$ cat src/hdl/jsv_pkg.sv
package jsv_pkg;

  localparam int MaxDepth = 1024;
  localparam int DepthW = $clog2(MaxDepth);
  localparam int CountW = DepthW + 1;
  localparam int QueueDepth = 2;

  localparam logic [2:0] ErrNone  = 3'd0;
  localparam logic [2:0] ErrByte  = 3'd1;
  localparam logic [2:0] ErrEsc   = 3'd2;
  localparam logic [2:0] ErrSurr  = 3'd3;
  localparam logic [2:0] ErrDeep  = 3'd4;
  localparam logic [2:0] ErrTrunc = 3'd5;
  localparam logic [2:0] ErrTop   = 3'd6;

  localparam logic [1:0] RegDepthLimit = 2'd0;
  localparam logic [1:0] RegTopObject  = 2'd1;

  typedef enum logic [24:0] {
    PH_TOP       = 25'd1 << 0,
    PH_VALUE     = 25'd1 << 1,
    PH_ARR_FIRST = 25'd1 << 2,
    PH_OBJ_FIRST = 25'd1 << 3,
    PH_OBJ_KEY   = 25'd1 << 4,
    PH_COLON     = 25'd1 << 5,
    PH_AFTER     = 25'd1 << 6,
    PH_DONE      = 25'd1 << 7,
    PH_STR       = 25'd1 << 8,
    PH_ESC       = 25'd1 << 9,
    PH_HEX       = 25'd1 << 10,
    PH_SURR_BS   = 25'd1 << 11,
    PH_SURR_U    = 25'd1 << 12,
    PH_N_MINUS   = 25'd1 << 13,
    PH_N_ZERO    = 25'd1 << 14,
    PH_N_INT     = 25'd1 << 15,
    PH_N_DOT     = 25'd1 << 16,
    PH_N_FRAC    = 25'd1 << 17,
    PH_N_EXP     = 25'd1 << 18,
    PH_N_EXPSIGN = 25'd1 << 19,
    PH_N_EXPDIG  = 25'd1 << 20,
    PH_L_TRUE    = 25'd1 << 21,
    PH_L_FALSE   = 25'd1 << 22,
    PH_L_NULL    = 25'd1 << 23,
    PH_ERR       = 25'd1 << 24
  } phase_t;

  // byte classes worked out by the front end
  typedef struct packed {
    logic       blank;
    logic       digit;
    logic       digit19;
    logic       hex_ok;
    logic [3:0] nibble;
    logic       simple_esc;
  } byte_class_t;

  typedef struct packed {
    logic [7:0]  data;
    logic        last;
    byte_class_t cls;
  } queue_item_t;

  function automatic logic [7:0] word_char(input logic [1:0] word, input logic [2:0] pos);
    logic [7:0] ch;
    ch = 8'h00;
    case (word)
      2'd0: case (pos)
        3'd1: ch = "r";
        3'd2: ch = "u";
        3'd3: ch = "e";
        default: ch = 8'h00;
      endcase
      2'd1: case (pos)
        3'd1: ch = "a";
        3'd2: ch = "l";
        3'd3: ch = "s";
        3'd4: ch = "e";
        default: ch = 8'h00;
      endcase
      default: case (pos)
        3'd1: ch = "u";
        3'd2: ch = "l";
        3'd3: ch = "l";
        default: ch = 8'h00;
      endcase
    endcase
    return ch;
  endfunction

endpackage

$ cat src/hdl/jsv_if.sv
interface jsv_in_if;
  logic       valid;
  logic       ready;
  logic [7:0] data_byte;
  logic       last_byte;
  modport source (output valid, data_byte, last_byte, input ready);
  modport sink (input valid, data_byte, last_byte, output ready);
endinterface

interface jsv_out_if;
  logic        valid;
  logic        ready;
  logic        valid_res;
  logic [2:0]  error_code;
  logic [31:0] error_offset;
  modport source (output valid, valid_res, error_code, error_offset, input ready);
  modport sink (input valid, valid_res, error_code, error_offset, output ready);
endinterface

$ cat src/hdl/json_syntax_validator_top.sv
// Byte-serial JSON syntax checker. One document byte is taken per cycle
// (data_byte, last_byte) unless stalled, and one result comes out for each byte
// marked last_byte: valid_res, the first error's code and its byte offset
// (saturating at 0xFFFFFFFF, zero when valid). A two-entry queue after the input
// byte classifier decouples the input from the grammar engine, and a result
// register holds the verdict, so throughput is one byte per cycle unless the
// output stalls. The container stack is a 1024 x 1 memory, one push or pop per
// byte. Registers at 0x0 depth_limit (reset 1024) and 0x4 top_must_be_object
// (reset 1) must be written only while idle; the block does not enforce it.
module json_syntax_validator_top (
  input  logic        clk,
  input  logic        rst,
  jsv_in_if.sink      in_ch,
  jsv_out_if.source   out_ch,
  input  logic        psel,
  input  logic        penable,
  input  logic        pwrite,
  input  logic [2:0]  paddr,
  input  logic [31:0] pwdata,
  output logic [31:0] prdata,
  output logic        pready
);

  logic [10:0] depth_limit;
  logic        top_must_be_object;
  logic        q_valid;
  logic        q_pop;
  jsv_pkg::queue_item_t q_item;

  jsv_cfg u_cfg (
    .clk, .rst, .psel, .penable, .pwrite, .paddr, .pwdata, .prdata, .pready,
    .depth_limit, .top_must_be_object
  );

  jsv_front u_front (
    .clk, .rst, .in_ch, .q_valid, .q_item, .q_pop
  );

  jsv_back u_back (
    .clk, .rst, .depth_limit, .top_must_be_object, .q_valid, .q_item, .q_pop, .out_ch
  );

endmodule

$ cat src/hdl/jsv_front.sv
module jsv_front (
  input  logic                 clk,
  input  logic                 rst,
  jsv_in_if.sink               in_ch,
  output logic                 q_valid,
  output jsv_pkg::queue_item_t q_item,
  input  logic                 q_pop
);

  localparam int PtrW = $clog2(jsv_pkg::QueueDepth);

  jsv_pkg::queue_item_t mem [jsv_pkg::QueueDepth];
  logic [PtrW-1:0] wr_ptr;
  logic [PtrW-1:0] rd_ptr;
  logic [PtrW:0]   fill;
  logic            push;
  jsv_pkg::byte_class_t cls;
  logic [7:0] c;

  always_comb begin
    c = in_ch.data_byte;
    cls.blank = (c == " ") || (c == 8'h09) || (c == 8'h0d) || (c == 8'h0a);
    cls.digit = (c >= "0") && (c <= "9");
    cls.digit19 = (c >= "1") && (c <= "9");
    cls.hex_ok = 1'b1;
    cls.nibble = 4'd0;
    if (cls.digit) begin
      cls.nibble = 4'(c - "0");
    end else if ((c >= "a") && (c <= "f")) begin
      cls.nibble = 4'(c - "a" + 8'd10);
    end else if ((c >= "A") && (c <= "F")) begin
      cls.nibble = 4'(c - "A" + 8'd10);
    end else begin
      cls.hex_ok = 1'b0;
    end
    cls.simple_esc = (c == "\"") || (c == "\\") || (c == "/") || (c == "b") ||
                     (c == "f") || (c == "n") || (c == "r") || (c == "t");
  end

  assign in_ch.ready = (fill != (PtrW+1)'(jsv_pkg::QueueDepth));
  assign push = in_ch.valid && in_ch.ready;
  assign q_valid = (fill != '0);
  assign q_item = mem[rd_ptr];

  always_ff @(posedge clk) begin
    if (push) begin
      mem[wr_ptr] <= '{data: c, last: in_ch.last_byte, cls: cls};
    end
    if (rst) begin
      wr_ptr <= '0;
      rd_ptr <= '0;
      fill <= '0;
    end else begin
      if (push) wr_ptr <= wr_ptr + 1'b1;
      if (q_pop) rd_ptr <= rd_ptr + 1'b1;
      fill <= fill + (PtrW+1)'(push) - (PtrW+1)'(q_pop);
    end
  end

endmodule

$ cat src/hdl/jsv_back.sv
module jsv_back (
  input  logic                 clk,
  input  logic                 rst,
  input  logic [10:0]          depth_limit,
  input  logic                 top_must_be_object,
  input  logic                 q_valid,
  input  jsv_pkg::queue_item_t q_item,
  output logic                 q_pop,
  jsv_out_if.source            out_ch
);

  localparam int DW = jsv_pkg::DepthW;
  localparam int CW = jsv_pkg::CountW;

  logic stack_mem [jsv_pkg::MaxDepth];

  jsv_pkg::phase_t phase, phase_next;
  logic [CW-1:0] open_depth, open_depth_next;
  logic [15:0]   hex_acc, hex_acc_next;
  logic [2:0]    hex_seen, hex_seen_next;
  logic [2:0]    lit_pos, lit_pos_next;
  logic          surr_pend, surr_pend_next;
  logic          key_flag, key_flag_next;
  logic [31:0]   byte_cnt;
  logic [2:0]    first_err, first_err_next;
  logic [31:0]   first_off, first_off_next;
  // cached top-of-stack kind, kept in step with pushes and pops
  logic          top_obj, top_obj_next;
  logic          top_reload;
  logic          reload_pend;
  logic          top_obj_eff;

  logic          push_en;
  logic          push_val;
  logic [DW-1:0] rd_addr;
  logic          rd_data;

  logic          out_full;
  logic          step;
  logic [7:0]    c;
  jsv_pkg::byte_class_t k;
  logic [CW-1:0] lim;
  logic [15:0]   cp;
  logic [2:0]    res_code;

  assign c = q_item.data;
  assign k = q_item.cls;
  assign q_pop = q_valid && (!out_full || out_ch.ready);
  assign step = q_pop;
  assign lim = (depth_limit > 11'(jsv_pkg::MaxDepth)) ? CW'(jsv_pkg::MaxDepth)
                                                       : CW'(depth_limit);
  assign cp = {hex_acc[11:0], k.nibble};
  assign top_obj_eff = reload_pend ? rd_data : top_obj;

  logic          fail;
  logic [2:0]    fail_code;
  logic          done_req;
  logic          open_req;
  logic          open_obj;
  logic          close_req;
  logic          start_req;
  logic          refeed;
  jsv_pkg::phase_t ph2;

  // start of a value from byte c
  function automatic jsv_pkg::phase_t start_phase(input logic [7:0] ch,
                                                  input logic d19);
    jsv_pkg::phase_t p;
    p = jsv_pkg::PH_ERR;
    if (ch == "\"") p = jsv_pkg::PH_STR;
    else if (ch == "t") p = jsv_pkg::PH_L_TRUE;
    else if (ch == "f") p = jsv_pkg::PH_L_FALSE;
    else if (ch == "n") p = jsv_pkg::PH_L_NULL;
    else if (ch == "-") p = jsv_pkg::PH_N_MINUS;
    else if (ch == "0") p = jsv_pkg::PH_N_ZERO;
    else if (d19) p = jsv_pkg::PH_N_INT;
    return p;
  endfunction

  always_comb begin
    phase_next = phase;
    open_depth_next = open_depth;
    hex_acc_next = hex_acc;
    hex_seen_next = hex_seen;
    lit_pos_next = lit_pos;
    surr_pend_next = surr_pend;
    key_flag_next = key_flag;
    fail = 1'b0;
    fail_code = jsv_pkg::ErrByte;
    done_req = 1'b0;
    open_req = 1'b0;
    open_obj = 1'b0;
    close_req = 1'b0;
    start_req = 1'b0;
    refeed = 1'b0;
    ph2 = phase;

    unique case (phase)
      jsv_pkg::PH_TOP: begin
        if (!k.blank) begin
          if (top_must_be_object && c != "{") begin
            fail = 1'b1;
            fail_code = jsv_pkg::ErrTop;
          end else begin
            start_req = 1'b1;
          end
        end
      end
      jsv_pkg::PH_VALUE: if (!k.blank) start_req = 1'b1;
      jsv_pkg::PH_ARR_FIRST: begin
        if (!k.blank) begin
          if (c == "]") close_req = 1'b1;
          else start_req = 1'b1;
        end
      end
      jsv_pkg::PH_OBJ_FIRST, jsv_pkg::PH_OBJ_KEY: begin
        if (!k.blank) begin
          if (c == "}" && phase == jsv_pkg::PH_OBJ_FIRST) close_req = 1'b1;
          else if (c == "\"") begin
            key_flag_next = 1'b1;
            phase_next = jsv_pkg::PH_STR;
          end else fail = 1'b1;
        end
      end
      jsv_pkg::PH_COLON: begin
        if (!k.blank) begin
          if (c == ":") phase_next = jsv_pkg::PH_VALUE;
          else fail = 1'b1;
        end
      end
      jsv_pkg::PH_AFTER: begin
        if (!k.blank) begin
          if (c == ",") phase_next = top_obj_eff ? jsv_pkg::PH_OBJ_KEY : jsv_pkg::PH_VALUE;
          else if (c == "}" && top_obj_eff) close_req = 1'b1;
          else if (c == "]" && !top_obj_eff) close_req = 1'b1;
          else fail = 1'b1;
        end
      end
      jsv_pkg::PH_DONE: if (!k.blank) fail = 1'b1;
      jsv_pkg::PH_STR: begin
        if (c == "\\") phase_next = jsv_pkg::PH_ESC;
        else if (c == "\"") begin
          if (key_flag) begin
            key_flag_next = 1'b0;
            phase_next = jsv_pkg::PH_COLON;
          end else done_req = 1'b1;
        end
      end
      jsv_pkg::PH_ESC: begin
        if (c == "u") begin
          hex_acc_next = '0;
          hex_seen_next = '0;
          phase_next = jsv_pkg::PH_HEX;
        end else if (k.simple_esc) phase_next = jsv_pkg::PH_STR;
        else begin
          fail = 1'b1;
          fail_code = jsv_pkg::ErrEsc;
        end
      end
      jsv_pkg::PH_HEX: begin
        if (!k.hex_ok) begin
          fail = 1'b1;
          fail_code = jsv_pkg::ErrEsc;
        end else if (hex_seen != 3'd3) begin
          hex_acc_next = cp;
          hex_seen_next = hex_seen + 3'd1;
        end else begin
          hex_acc_next = '0;
          hex_seen_next = '0;
          if (surr_pend) begin
            surr_pend_next = 1'b0;
            if (cp < 16'hDC00 || cp > 16'hDFFF) begin
              fail = 1'b1;
              fail_code = jsv_pkg::ErrSurr;
            end else phase_next = jsv_pkg::PH_STR;
          end else if (cp >= 16'hD800 && cp <= 16'hDBFF) begin
            surr_pend_next = 1'b1;
            phase_next = jsv_pkg::PH_SURR_BS;
          end else if (cp >= 16'hDC00 && cp <= 16'hDFFF) begin
            fail = 1'b1;
            fail_code = jsv_pkg::ErrSurr;
          end else phase_next = jsv_pkg::PH_STR;
        end
      end
      jsv_pkg::PH_SURR_BS: begin
        if (c == "\\") phase_next = jsv_pkg::PH_SURR_U;
        else begin
          fail = 1'b1;
          fail_code = jsv_pkg::ErrSurr;
        end
      end
      jsv_pkg::PH_SURR_U: begin
        if (c == "u") begin
          hex_acc_next = '0;
          hex_seen_next = '0;
          phase_next = jsv_pkg::PH_HEX;
        end else begin
          fail = 1'b1;
          fail_code = jsv_pkg::ErrSurr;
        end
      end
      jsv_pkg::PH_N_MINUS: begin
        if (c == "0") phase_next = jsv_pkg::PH_N_ZERO;
        else if (k.digit19) phase_next = jsv_pkg::PH_N_INT;
        else fail = 1'b1;
      end
      jsv_pkg::PH_N_ZERO, jsv_pkg::PH_N_INT: begin
        if (phase == jsv_pkg::PH_N_INT && k.digit) phase_next = phase;
        else if (c == ".") phase_next = jsv_pkg::PH_N_DOT;
        else if (c == "e" || c == "E") phase_next = jsv_pkg::PH_N_EXP;
        else refeed = 1'b1;
      end
      jsv_pkg::PH_N_DOT: begin
        if (k.digit) phase_next = jsv_pkg::PH_N_FRAC;
        else fail = 1'b1;
      end
      jsv_pkg::PH_N_FRAC: begin
        if (k.digit) phase_next = phase;
        else if (c == "e" || c == "E") phase_next = jsv_pkg::PH_N_EXP;
        else refeed = 1'b1;
      end
      jsv_pkg::PH_N_EXP: begin
        if (c == "+" || c == "-") phase_next = jsv_pkg::PH_N_EXPSIGN;
        else if (k.digit) phase_next = jsv_pkg::PH_N_EXPDIG;
        else fail = 1'b1;
      end
      jsv_pkg::PH_N_EXPSIGN: begin
        if (k.digit) phase_next = jsv_pkg::PH_N_EXPDIG;
        else fail = 1'b1;
      end
      jsv_pkg::PH_N_EXPDIG: if (!k.digit) refeed = 1'b1;
      jsv_pkg::PH_L_TRUE, jsv_pkg::PH_L_FALSE, jsv_pkg::PH_L_NULL: begin
        logic [1:0] w;
        logic [2:0] len;
        w = (phase == jsv_pkg::PH_L_TRUE) ? 2'd0 :
            (phase == jsv_pkg::PH_L_FALSE) ? 2'd1 : 2'd2;
        len = (phase == jsv_pkg::PH_L_FALSE) ? 3'd5 : 3'd4;
        if (lit_pos >= len || c != jsv_pkg::word_char(w, lit_pos)) fail = 1'b1;
        else if (lit_pos + 3'd1 == len) begin
          lit_pos_next = '0;
          done_req = 1'b1;
        end else lit_pos_next = lit_pos + 3'd1;
      end
      jsv_pkg::PH_ERR: phase_next = jsv_pkg::PH_ERR;
      default: phase_next = jsv_pkg::PH_ERR;
    endcase

    // a finished number hands the byte on to the enclosing context
    if (refeed) begin
      ph2 = (open_depth == '0) ? jsv_pkg::PH_DONE : jsv_pkg::PH_AFTER;
      phase_next = ph2;
      if (!k.blank) begin
        if (ph2 == jsv_pkg::PH_DONE) fail = 1'b1;
        else if (c == ",") phase_next = top_obj_eff ? jsv_pkg::PH_OBJ_KEY : jsv_pkg::PH_VALUE;
        else if (c == "}" && top_obj_eff) close_req = 1'b1;
        else if (c == "]" && !top_obj_eff) close_req = 1'b1;
        else fail = 1'b1;
      end
    end

    if (start_req) begin
      if (c == "{" || c == "[") begin
        open_req = 1'b1;
        open_obj = (c == "{");
      end else begin
        phase_next = start_phase(c, k.digit19);
        if (phase_next == jsv_pkg::PH_STR) key_flag_next = 1'b0;
        if (c == "t" || c == "f" || c == "n") lit_pos_next = 3'd1;
        if (phase_next == jsv_pkg::PH_ERR) fail = 1'b1;
      end
    end

    push_en = 1'b0;
    push_val = open_obj;
    if (open_req) begin
      if (open_depth >= lim) begin
        fail = 1'b1;
        fail_code = jsv_pkg::ErrDeep;
      end else begin
        push_en = 1'b1;
        open_depth_next = open_depth + 1'b1;
        phase_next = open_obj ? jsv_pkg::PH_OBJ_FIRST : jsv_pkg::PH_ARR_FIRST;
      end
    end

    if (close_req) begin
      if (open_depth != '0) open_depth_next = open_depth - 1'b1;
      done_req = 1'b1;
    end

    if (done_req) begin
      phase_next = (open_depth_next == '0) ? jsv_pkg::PH_DONE : jsv_pkg::PH_AFTER;
    end

    first_err_next = first_err;
    first_off_next = first_off;
    if (fail) begin
      phase_next = jsv_pkg::PH_ERR;
      if (first_err == jsv_pkg::ErrNone) begin
        first_err_next = fail_code;
        first_off_next = byte_cnt;
      end
    end
  end

  // after a pop the new top comes from memory in the next cycle
  assign rd_addr = DW'(open_depth_next - CW'(1));
  assign top_reload = step && close_req && (open_depth_next != '0);

  always_comb begin
    top_obj_next = top_obj_eff;
    if (push_en) top_obj_next = push_val;
  end

  always_ff @(posedge clk) begin
    if (step && push_en) stack_mem[DW'(open_depth)] <= push_val;
    rd_data <= stack_mem[rd_addr];
  end

  // end-of-document verdict
  logic [31:0] cnt_inc;
  assign cnt_inc = (byte_cnt == 32'hFFFF_FFFF) ? byte_cnt : byte_cnt + 32'd1;

  always_comb begin
    res_code = first_err_next;
    if (first_err_next == jsv_pkg::ErrNone) begin
      unique case (phase_next)
        jsv_pkg::PH_DONE: res_code = jsv_pkg::ErrNone;
        jsv_pkg::PH_N_ZERO, jsv_pkg::PH_N_INT, jsv_pkg::PH_N_FRAC, jsv_pkg::PH_N_EXPDIG:
          res_code = (open_depth_next != '0) ? jsv_pkg::ErrTrunc : jsv_pkg::ErrNone;
        jsv_pkg::PH_TOP:
          res_code = top_must_be_object ? jsv_pkg::ErrTop : jsv_pkg::ErrTrunc;
        default: res_code = jsv_pkg::ErrTrunc;
      endcase
    end
  end

  always_ff @(posedge clk) begin
    if (step && q_item.last) begin
      out_ch.valid_res <= (res_code == jsv_pkg::ErrNone);
      out_ch.error_code <= res_code;
      out_ch.error_offset <= (res_code == jsv_pkg::ErrNone) ? 32'd0 :
                             (first_err_next != jsv_pkg::ErrNone) ? first_off_next : cnt_inc;
    end
    if (rst) begin
      out_full <= 1'b0;
      phase <= jsv_pkg::PH_TOP;
      open_depth <= '0;
      hex_acc <= '0;
      hex_seen <= '0;
      lit_pos <= '0;
      surr_pend <= 1'b0;
      key_flag <= 1'b0;
      byte_cnt <= '0;
      first_err <= jsv_pkg::ErrNone;
      first_off <= '0;
      top_obj <= 1'b0;
      reload_pend <= 1'b0;
    end else begin
      if (step && q_item.last) out_full <= 1'b1;
      else if (out_ch.ready) out_full <= 1'b0;
      if (step && !q_item.last) top_obj <= top_obj_next;
      else if (reload_pend) top_obj <= rd_data;
      reload_pend <= step && !q_item.last && top_reload;
      if (step) begin
        if (q_item.last) begin
          phase <= jsv_pkg::PH_TOP;
          open_depth <= '0;
          hex_acc <= '0;
          hex_seen <= '0;
          lit_pos <= '0;
          surr_pend <= 1'b0;
          key_flag <= 1'b0;
          byte_cnt <= '0;
          first_err <= jsv_pkg::ErrNone;
          first_off <= '0;
        end else begin
          phase <= phase_next;
          open_depth <= open_depth_next;
          hex_acc <= hex_acc_next;
          hex_seen <= hex_seen_next;
          lit_pos <= lit_pos_next;
          surr_pend <= surr_pend_next;
          key_flag <= key_flag_next;
          byte_cnt <= cnt_inc;
          first_err <= first_err_next;
          first_off <= first_off_next;
        end
      end
    end
  end

  assign out_ch.valid = out_full;

endmodule

$ cat src/hdl/jsv_cfg.sv
module jsv_cfg (
  input  logic        clk,
  input  logic        rst,
  input  logic        psel,
  input  logic        penable,
  input  logic        pwrite,
  input  logic [2:0]  paddr,
  input  logic [31:0] pwdata,
  output logic [31:0] prdata,
  output logic        pready,
  output logic [10:0] depth_limit,
  output logic        top_must_be_object
);

  logic [1:0] reg_idx;
  assign reg_idx = {1'b0, paddr[2]};
  assign pready = 1'b1;

  always_comb begin
    prdata = '0;
    if (paddr[1:0] == 2'b00) begin
      unique case (reg_idx)
        jsv_pkg::RegDepthLimit: prdata = {21'd0, depth_limit};
        jsv_pkg::RegTopObject:  prdata = {31'd0, top_must_be_object};
        default: prdata = '0;
      endcase
    end
  end

  always_ff @(posedge clk) begin
    if (rst) begin
      depth_limit <= 11'(jsv_pkg::MaxDepth);
      top_must_be_object <= 1'b1;
    end else if (psel && penable && pwrite) begin
      if (reg_idx == jsv_pkg::RegDepthLimit) depth_limit <= pwdata[10:0];
      if (reg_idx == jsv_pkg::RegTopObject) top_must_be_object <= pwdata[0];
    end
  end

endmodule

$ cat src/flat_wrapper.sv
// flat-port wrapper written by rule: the top's interface ports become plain ports
module json_syntax_validator_top_flat 
  (clk, rst, psel, penable, pwrite, paddr, pwdata, prdata, pready, in_ch_valid, in_ch_data_byte, in_ch_last_byte, in_ch_ready, out_ch_valid, out_ch_valid_res, out_ch_error_code, out_ch_error_offset, out_ch_ready);
  jsv_in_if in_ch_i ();
  jsv_out_if out_ch_i ();
  input  logic clk;
  input  logic rst;
  input  logic psel;
  input  logic penable;
  input  logic pwrite;
  input  logic [2:0] paddr;
  input  logic [31:0] pwdata;
  output logic [31:0] prdata;
  output logic pready;
  input wire logic [$bits(in_ch_i.valid)-1:0] in_ch_valid;
  input wire logic [$bits(in_ch_i.data_byte)-1:0] in_ch_data_byte;
  input wire logic [$bits(in_ch_i.last_byte)-1:0] in_ch_last_byte;
  output wire logic [$bits(in_ch_i.ready)-1:0] in_ch_ready;
  output wire logic [$bits(out_ch_i.valid)-1:0] out_ch_valid;
  output wire logic [$bits(out_ch_i.valid_res)-1:0] out_ch_valid_res;
  output wire logic [$bits(out_ch_i.error_code)-1:0] out_ch_error_code;
  output wire logic [$bits(out_ch_i.error_offset)-1:0] out_ch_error_offset;
  input wire logic [$bits(out_ch_i.ready)-1:0] out_ch_ready;
  assign in_ch_i.valid = in_ch_valid;
  assign in_ch_i.data_byte = in_ch_data_byte;
  assign in_ch_i.last_byte = in_ch_last_byte;
  assign in_ch_ready = in_ch_i.ready;
  assign out_ch_valid = out_ch_i.valid;
  assign out_ch_valid_res = out_ch_i.valid_res;
  assign out_ch_error_code = out_ch_i.error_code;
  assign out_ch_error_offset = out_ch_i.error_offset;
  assign out_ch_i.ready = out_ch_ready;
  json_syntax_validator_top u_core (.clk(clk), .rst(rst), .in_ch(in_ch_i), .out_ch(out_ch_i), .psel(psel), .penable(penable), .pwrite(pwrite), .paddr(paddr), .pwdata(pwdata), .prdata(prdata), .pready(pready));
endmodule
$ cat config.mk
export PLATFORM = sky130hd
export DESIGN_NAME = json_syntax_validator_top_flat
export DESIGN_NICKNAME = d
export VERILOG_FILES = /design/src/hdl/jsv_pkg.sv /design/src/hdl/jsv_if.sv /design/src/hdl/json_syntax_validator_top.sv /design/src/hdl/jsv_front.sv /design/src/hdl/jsv_back.sv /design/src/hdl/jsv_cfg.sv /design/src/flat_wrapper.sv
export SDC_FILE = /design/constraint.sdc
export NUM_CORES = 2
export LEC_CHECK = 0
export BUFFER_PORTS_ARGS = -buffer_cell sky130_fd_sc_hd__buf_2
export CAP_MARGIN = 10
export CORE_UTILIZATION = 60
export DETAILED_ROUTE_END_ITERATION = 7
export PLACE_DENSITY = 0.77
export SYNTH_ARGS = -nofsm -noshare
export SYNTH_HDL_FRONTEND = slang
export SYNTH_SLANG_ARGS = --single-unit
export TNS_END_PERCENT = 50
$ cat constraint.sdc
create_clock -name clk -period 80.6 [get_ports clk]
set_input_delay 16.12 -clock clk [delete_from_list [all_inputs] [get_ports clk]]
set_output_delay 16.12 -clock clk [all_outputs]
set_load 0.02 [all_outputs]
# == After elaboration in Yosys (flattened, before gate mapping) ==
# Memories as Yosys holds them, arrays and structs flattened. A register that Yosys moved wholly into a read port is not among the register bits.
# Index checks and enable logic that the tools add are counted.
# op_classes
n_addsub,15
reduce_logical,70
eq_ne,77
mux,225
magnitude_cmp,16
# op_table
operator,count
two-way mux 25 bit,46
case mux 25 bit (15 select lines),1
two-way mux 32 bit,6
"== test 8 x 7 -> 1 bit, second input constant",17
two-way mux 1 bit,102
"== test 8 x 6 -> 1 bit, second input constant",10
two-way mux 11 bit,7
two-way mux 3 bit,23
"== test 25 x 1 -> 1 bit, second input constant",2
"== test 25 x 15 -> 1 bit, second input constant",2
"== test 25 x 16 -> 1 bit, second input constant",2
"== test 25 x 18 -> 1 bit, second input constant",2
"== test 25 x 21 -> 1 bit, second input constant",2
"== test 25 x 8 -> 1 bit, second input constant",2
"== test 25 x 9 -> 1 bit, second input constant",2
two-way mux 12 bit,4
two-way mux 8 bit,6
"adder 32 x 1 -> 32 bit, second input constant",1
"== test 32 bit, second input constant",1
"greater-or-equal comparator 16 bit, second input constant",2
"<= comparator 16 bit, second input constant",2
case mux 7 bit (4 select lines),1
"== test 25 x 10 -> 1 bit, second input constant",1
"== test 25 x 11 -> 1 bit, second input constant",1
other kinds (76),158
# totals
output_inout_bits,71
elab_cells,426
mem_count,2
ramBits,1060
reg_bits,178
# memory_table
memory,words,word_bits,rd,rd_ports_with_merged_regs,write_ports,line,text
u_core.u_back.stack_mem,1024,1,1,1,1,jsv_back.sv:15,logic stack_mem [jsv_pkg::MaxDepth];
u_core.u_front.mem,2,18,1,1,1,jsv_front.sv:12,jsv_pkg::queue_item_t mem [jsv_pkg::QueueDepth];

# == Logic depth before layout (Yosys ltp) ==
# depth
depth_word,27
depth_mapped,27
mapped_depth_nobuf,22

# == Hierarchy ==
# A second synthesis with hierarchy kept.
# hier_totals
hier_cells,4927
hier_area_um2,58479.8
# modules_own_cells
mod,instances,area_per_inst_um2,cells_per_inst
jsv_back,1,55753.5,4698
jsv_front,1,1930.6,139
jsv_cfg,1,795.8,90

# == Least setup slack after synthesis ==
# OpenSTA, ideal clock, no wires.
# synth_path
kind,flip-flop to flip-flop
startpoint,memory u_core.u_front.mem[0][12] (netlist name)
endpoint,memory u_core.u_back.stack_mem[0] (data pin)
path_stages_with_launch,8
period_less_slack_ns,48.021
slack_ns,32.579
arrival_time_ns,40.256
path_cell_list,edfxtp_1 or3b_2 a222oi_1 a21oi_1 a2bb2oi_1 or3b_1 clkbuf_1 nor3_1
# synth_rtl
item,line
start: declaration,jsv_front.sv:12
end: declaration,jsv_back.sv:15

# == Final worst setup path ==
# layout_path
startpoint,input paddr[2]
endpoint,output prdata[4]
# layout_via
elab_chain_cells,3
# layout_lines
item,line,text
start: declaration,flat_wrapper.sv:11,input logic [2:0] paddr;
zero test 2 bit,jsv_cfg.sv:22,unique case (reg_idx)
case mux 11 bit (2 select lines) *,jsv_cfg.sv:22,
two-way mux 11 bit *,jsv_cfg.sv:21,if (paddr[1:0] == 2'b00) begin
end: declaration,flat_wrapper.sv:13,output logic [31:0] prdata;
# Mark *: on every way between the ends. The rest lies on a longest branch, timed or not.

==> results.yml <==
clock_tree:
  cts.root.buffer_cell: "clkbuf_16"
  htree_levels: 4
  post_cts_resized: 0
  cts.sinks: 1240
  hold_buffers: 0
  cts_tree: "built"
  clk_latency_ns: 0.75
  cts_buffers: 130
  clkTransAtPathRegs_ns: 0.06
  cts_setup_buffers: 0
  cts_buffer_depth: 3
die:
  initial_utilization: 0.606
  core_um2: 94900
  rows: 113
  die_h_um: 311
  dieWidth_um: 311
  io_pins: 122
  die_area_um2: 97000
synth:
  ys_seq_elements: 1240
  synth_edf_count: 1096
  synthesis.area_um2: 57500
  synth_cells: 4571
  synth.distinct_cells: 102
  seq_area_frac_synth: 0.623
  synth_warnings: 0
  synth_ff_type: "edfxtp_1"
  async_flop_share: 0
  synth.avg_cell_area_um2: 12.6
hold_path:
  hold_class: "flop to flop"
timing:
  setup_viol: 0
  rsz0062_at_grt: "false"
  hold_viol_final: 0
  fin_hold_ws_ns: 0.448
  maxSlewViolCount: 0
  fin_crit_ns: 33.75
  skew_ns: 0.0289
  fin_crit_sh: 0.419
  slew_headroom: 0.144
  worst_pin_slew_ns: 1.28
  max_freq_mhz: 29.6
  final.setup.tns_ns: 0
setup_path:
  timing.reg2reg.setup_slack_ns: 71.61
  cp_cell_sequence: "buf_2 > nor3_1 > and2_1 > buf_2"
  cp.arrival_ns: 17.63
  path_delay_family: "simple AND/OR/NAND/NOR gates"
  worst_setup_path_start_kind: "input port"
  cp_slowest_stage_delay_ns: 0.86
  crit_type: "input port to primary output"
  slowest_stage: "nor3_1"
  cp-startpoint: "paddr[2]"
  cp_num_cells: 4
  crit_required_ns: 64.48
  reg2regPathDepth: 20
  critPathCaptureType: "primary output"
  r2r_end: "u_core.u_back.rd_data$_DFF_P_"
  worst-path-buf-inv: 2
  crit_end: "prdata[4]"
  crit_top_cell: "buf_2"
  critPathMaxFanout: 10
placed_design:
  port_buffers: 78
  place_congestion: 0.930
  dp.cells: 5618
  hpwl_um: 80000
  placed_area_um2: 58600
cells_and_area:
  finish.utilization: 0.659
  multi_input_area_um2: 20100
  nets: 4567
  n_antenna_cell: 0
  seq_area_um2: 35800
  fin_area_um2: 62500
  layout-drive-gt1-share: 0.156
  areaGrowthSynthToFinish_pct: 8.75
  fillers: 6712
  stdcell_count: 5853
power:
  p_leak_nw: 22.3
  peakVddDrop_mv: 0.0225
  power_density_nw_per_um2: 22.7
flow_run:
  drv_cap: 0
grt:
  grt_usage: 0.301
  grt_overflow: 0
  antenna_found_initial: 1
  grt_pass1_wl_um: 220000
  grt_pass1_vias: 36500
  grt_max_degree: 281
drt:
  drt_wl_total_um: 146000
  drcViolationCount: 0
  ant_nets: 0
  dr.pass1.iters: 6
  via_per_inst: 6.49
  num_vias: 38000
  drt_iter0_drc: 5688
  wire_per_inst_um: 25.0
run_status:
  status: "completed"
Yosys cell counts (25+ instances only):
cell / count / area share
nand3_1: 102 / 0.0089
mux4_2: 256 / 0.10
nand2_1: 397 / 0.026
mux2i_1: 101 / 0.018
a22o_1: 48 / 0.0073
clkbuf_1: 287 / 0.019
nor3_1: 61 / 0.0053
a32o_1: 27 / 0.0047
nor2_1: 1188 / 0.078
buf_4: 29 / 0.0038
xor2_1: 33 / 0.0050
inv_1: 31 / 0.0020
ha_1: 31 / 0.0067
edfxtp_1: 1096 / 0.57
buf_2: 47 / 0.0041
and3_1: 28 / 0.0030
a22oi_1: 25 / 0.0033
a21oi_1: 87 / 0.0076
dfxtp_1: 144 / 0.050
a211oi_2: 29 / 0.0063
nand4_1: 26 / 0.0028
and2_1: 30 / 0.0033
o21ai_0: 114 / 0.0099
cells in the final DEF (no fill, tap or decap), types with 11 or more instances in the layout:
cell type  count
nor3_1        59
and3_1        28
xnor2_1       22
and2_1        29
a21oi_1       87
buf_4         68
and4b_1       13
nor2b_1       22
clkbuf_1      27
a211oi_2      29
nand4_1       26
nand2_1      379
mux4_2       256
a22o_1        48
clkbuf_16    132
ha_1          30
inv_1         31
nor4_1        15
nor2_1      1184
nand2_2       20
conb_1        22
edfxtp_1    1096
inv_6         11
clkinv_1      29
nand2b_1      23
clkinv_2      24
or3_1         14
nand3_2       15
a22oi_1       25
nand3_1       87
a32o_1        27
o21ai_0      114
mux2i_1      101
xor2_1        33
dfxtp_1      143
nand3b_1      12
buf_2         78
layout make-up:
class / count / share of cell area
clock buffers: 160 / 0.0547
repair buffers: 150 / 0.0157
clock inverters: 75 / 0.00829
well taps: 1265 / 0.0253
multi-input cells: 2932 / 0.321
flip-flops and latches: 1240 / 0.573
inverters: 31 / 0.00186
layer usage:
| layer | vias to the layer above | share of wire | global-route usage |
|---|---|---|---|
| met4 | 2 | 0.035 | 0.109 |
| met5 | - | 0.00021 | 0 |
| li1 | 16500 | - | - |
| met2 | 2211 | 0.48 | 0.484 |
| met3 | 378 | 0.12 | 0.0620 |
| met1 | 18900 | 0.37 | 0.410 |
cells by family after synthesis:
group | count (synthesis) | share of synthesized area
xor gates and xnor gates | 58 | 0.00945
muxes | 369 | 0.120
AOI/OAI and AO/OA | 433 | 0.0545
buffers and inverters | 419 | 0.0329
and+or+nand+nor | 2019 | 0.153
DFF | 1240 | 0.623
adders and majority gates | 31 | 0.00675
other | 2 | 0.000131
stage by stage:
stage          power [mW]  setup WS, ns
2_1_floorplan       0.827         32.58
3_3_place_gp        0.865         46.93
3_5_place_dp        0.868         46.87
4_1_cts              1.42         46.87
5_1_grt              1.46         46.78
6_report             1.42         46.85
tightest hold or removal path: cells and delay by family, from the launching register on:
family           cells  cell delay [ns]
flip-flops           1             0.30
AND/OR/NAND/NOR      1             0.05
AO/OA/AOI/OAI        1             0.05
flip-flops by register name, summed over array words and instances, names as in the netlist, 2 cells and up, named ones only:
register                           cells
u_core.u_back.lit_pos                  3
u_core.u_back.out_ch.error_offset     32
u_core.u_back.first_err                3
u_core.u_cfg.depth_limit              11
u_core.u_back.open_depth              11
u_core.u_back.first_off               32
u_core.u_back.out_ch.error_code        3
u_core.u_back.stack_mem             1024
u_core.u_front.mem                    36
u_core.u_back.hex_seen                 3
u_core.u_back.phase                   25
u_core.u_front.fill                    2
u_core.u_back.byte_cnt                32
u_core.u_back.hex_acc                 12
worst min-delay path by stage:
stage                                                      start                                      to  slack, ns  depth (start not counted)
final                     u_core.u_back.hex_acc[10]$_SDFFE_PP0P_  u_core.u_back.hex_acc[10]$_SDFFE_PP0P_       0.45                          2
after global routing      u_core.u_back.hex_acc[10]$_SDFFE_PP0P_  u_core.u_back.hex_acc[10]$_SDFFE_PP0P_       0.48                          2
after CTS                 u_core.u_back.hex_acc[10]$_SDFFE_PP0P_  u_core.u_back.hex_acc[10]$_SDFFE_PP0P_       0.45                          2
after detailed placement   u_core.u_back.hex_acc[4]$_SDFFE_PP0P_   u_core.u_back.hex_acc[4]$_SDFFE_PP0P_       0.45                          2
after global placement    u_core.u_back.hex_acc[10]$_SDFFE_PP0P_  u_core.u_back.hex_acc[10]$_SDFFE_PP0P_       0.44                          2
after floorplan           u_core.u_back.hex_acc[10]$_SDFFE_PP0P_  u_core.u_back.hex_acc[10]$_SDFFE_PP0P_       0.43                          2
power breakdown:
group / switching (mW) / leakage, nW / internal, mW
Sequential: 0.00581 / 13.7 / 0.708
Combinational: 0.0987 / 6.61 / 0.0437
Clock: 0.252 / 1.93 / 0.313
Power figures use the tool's default switching activity.
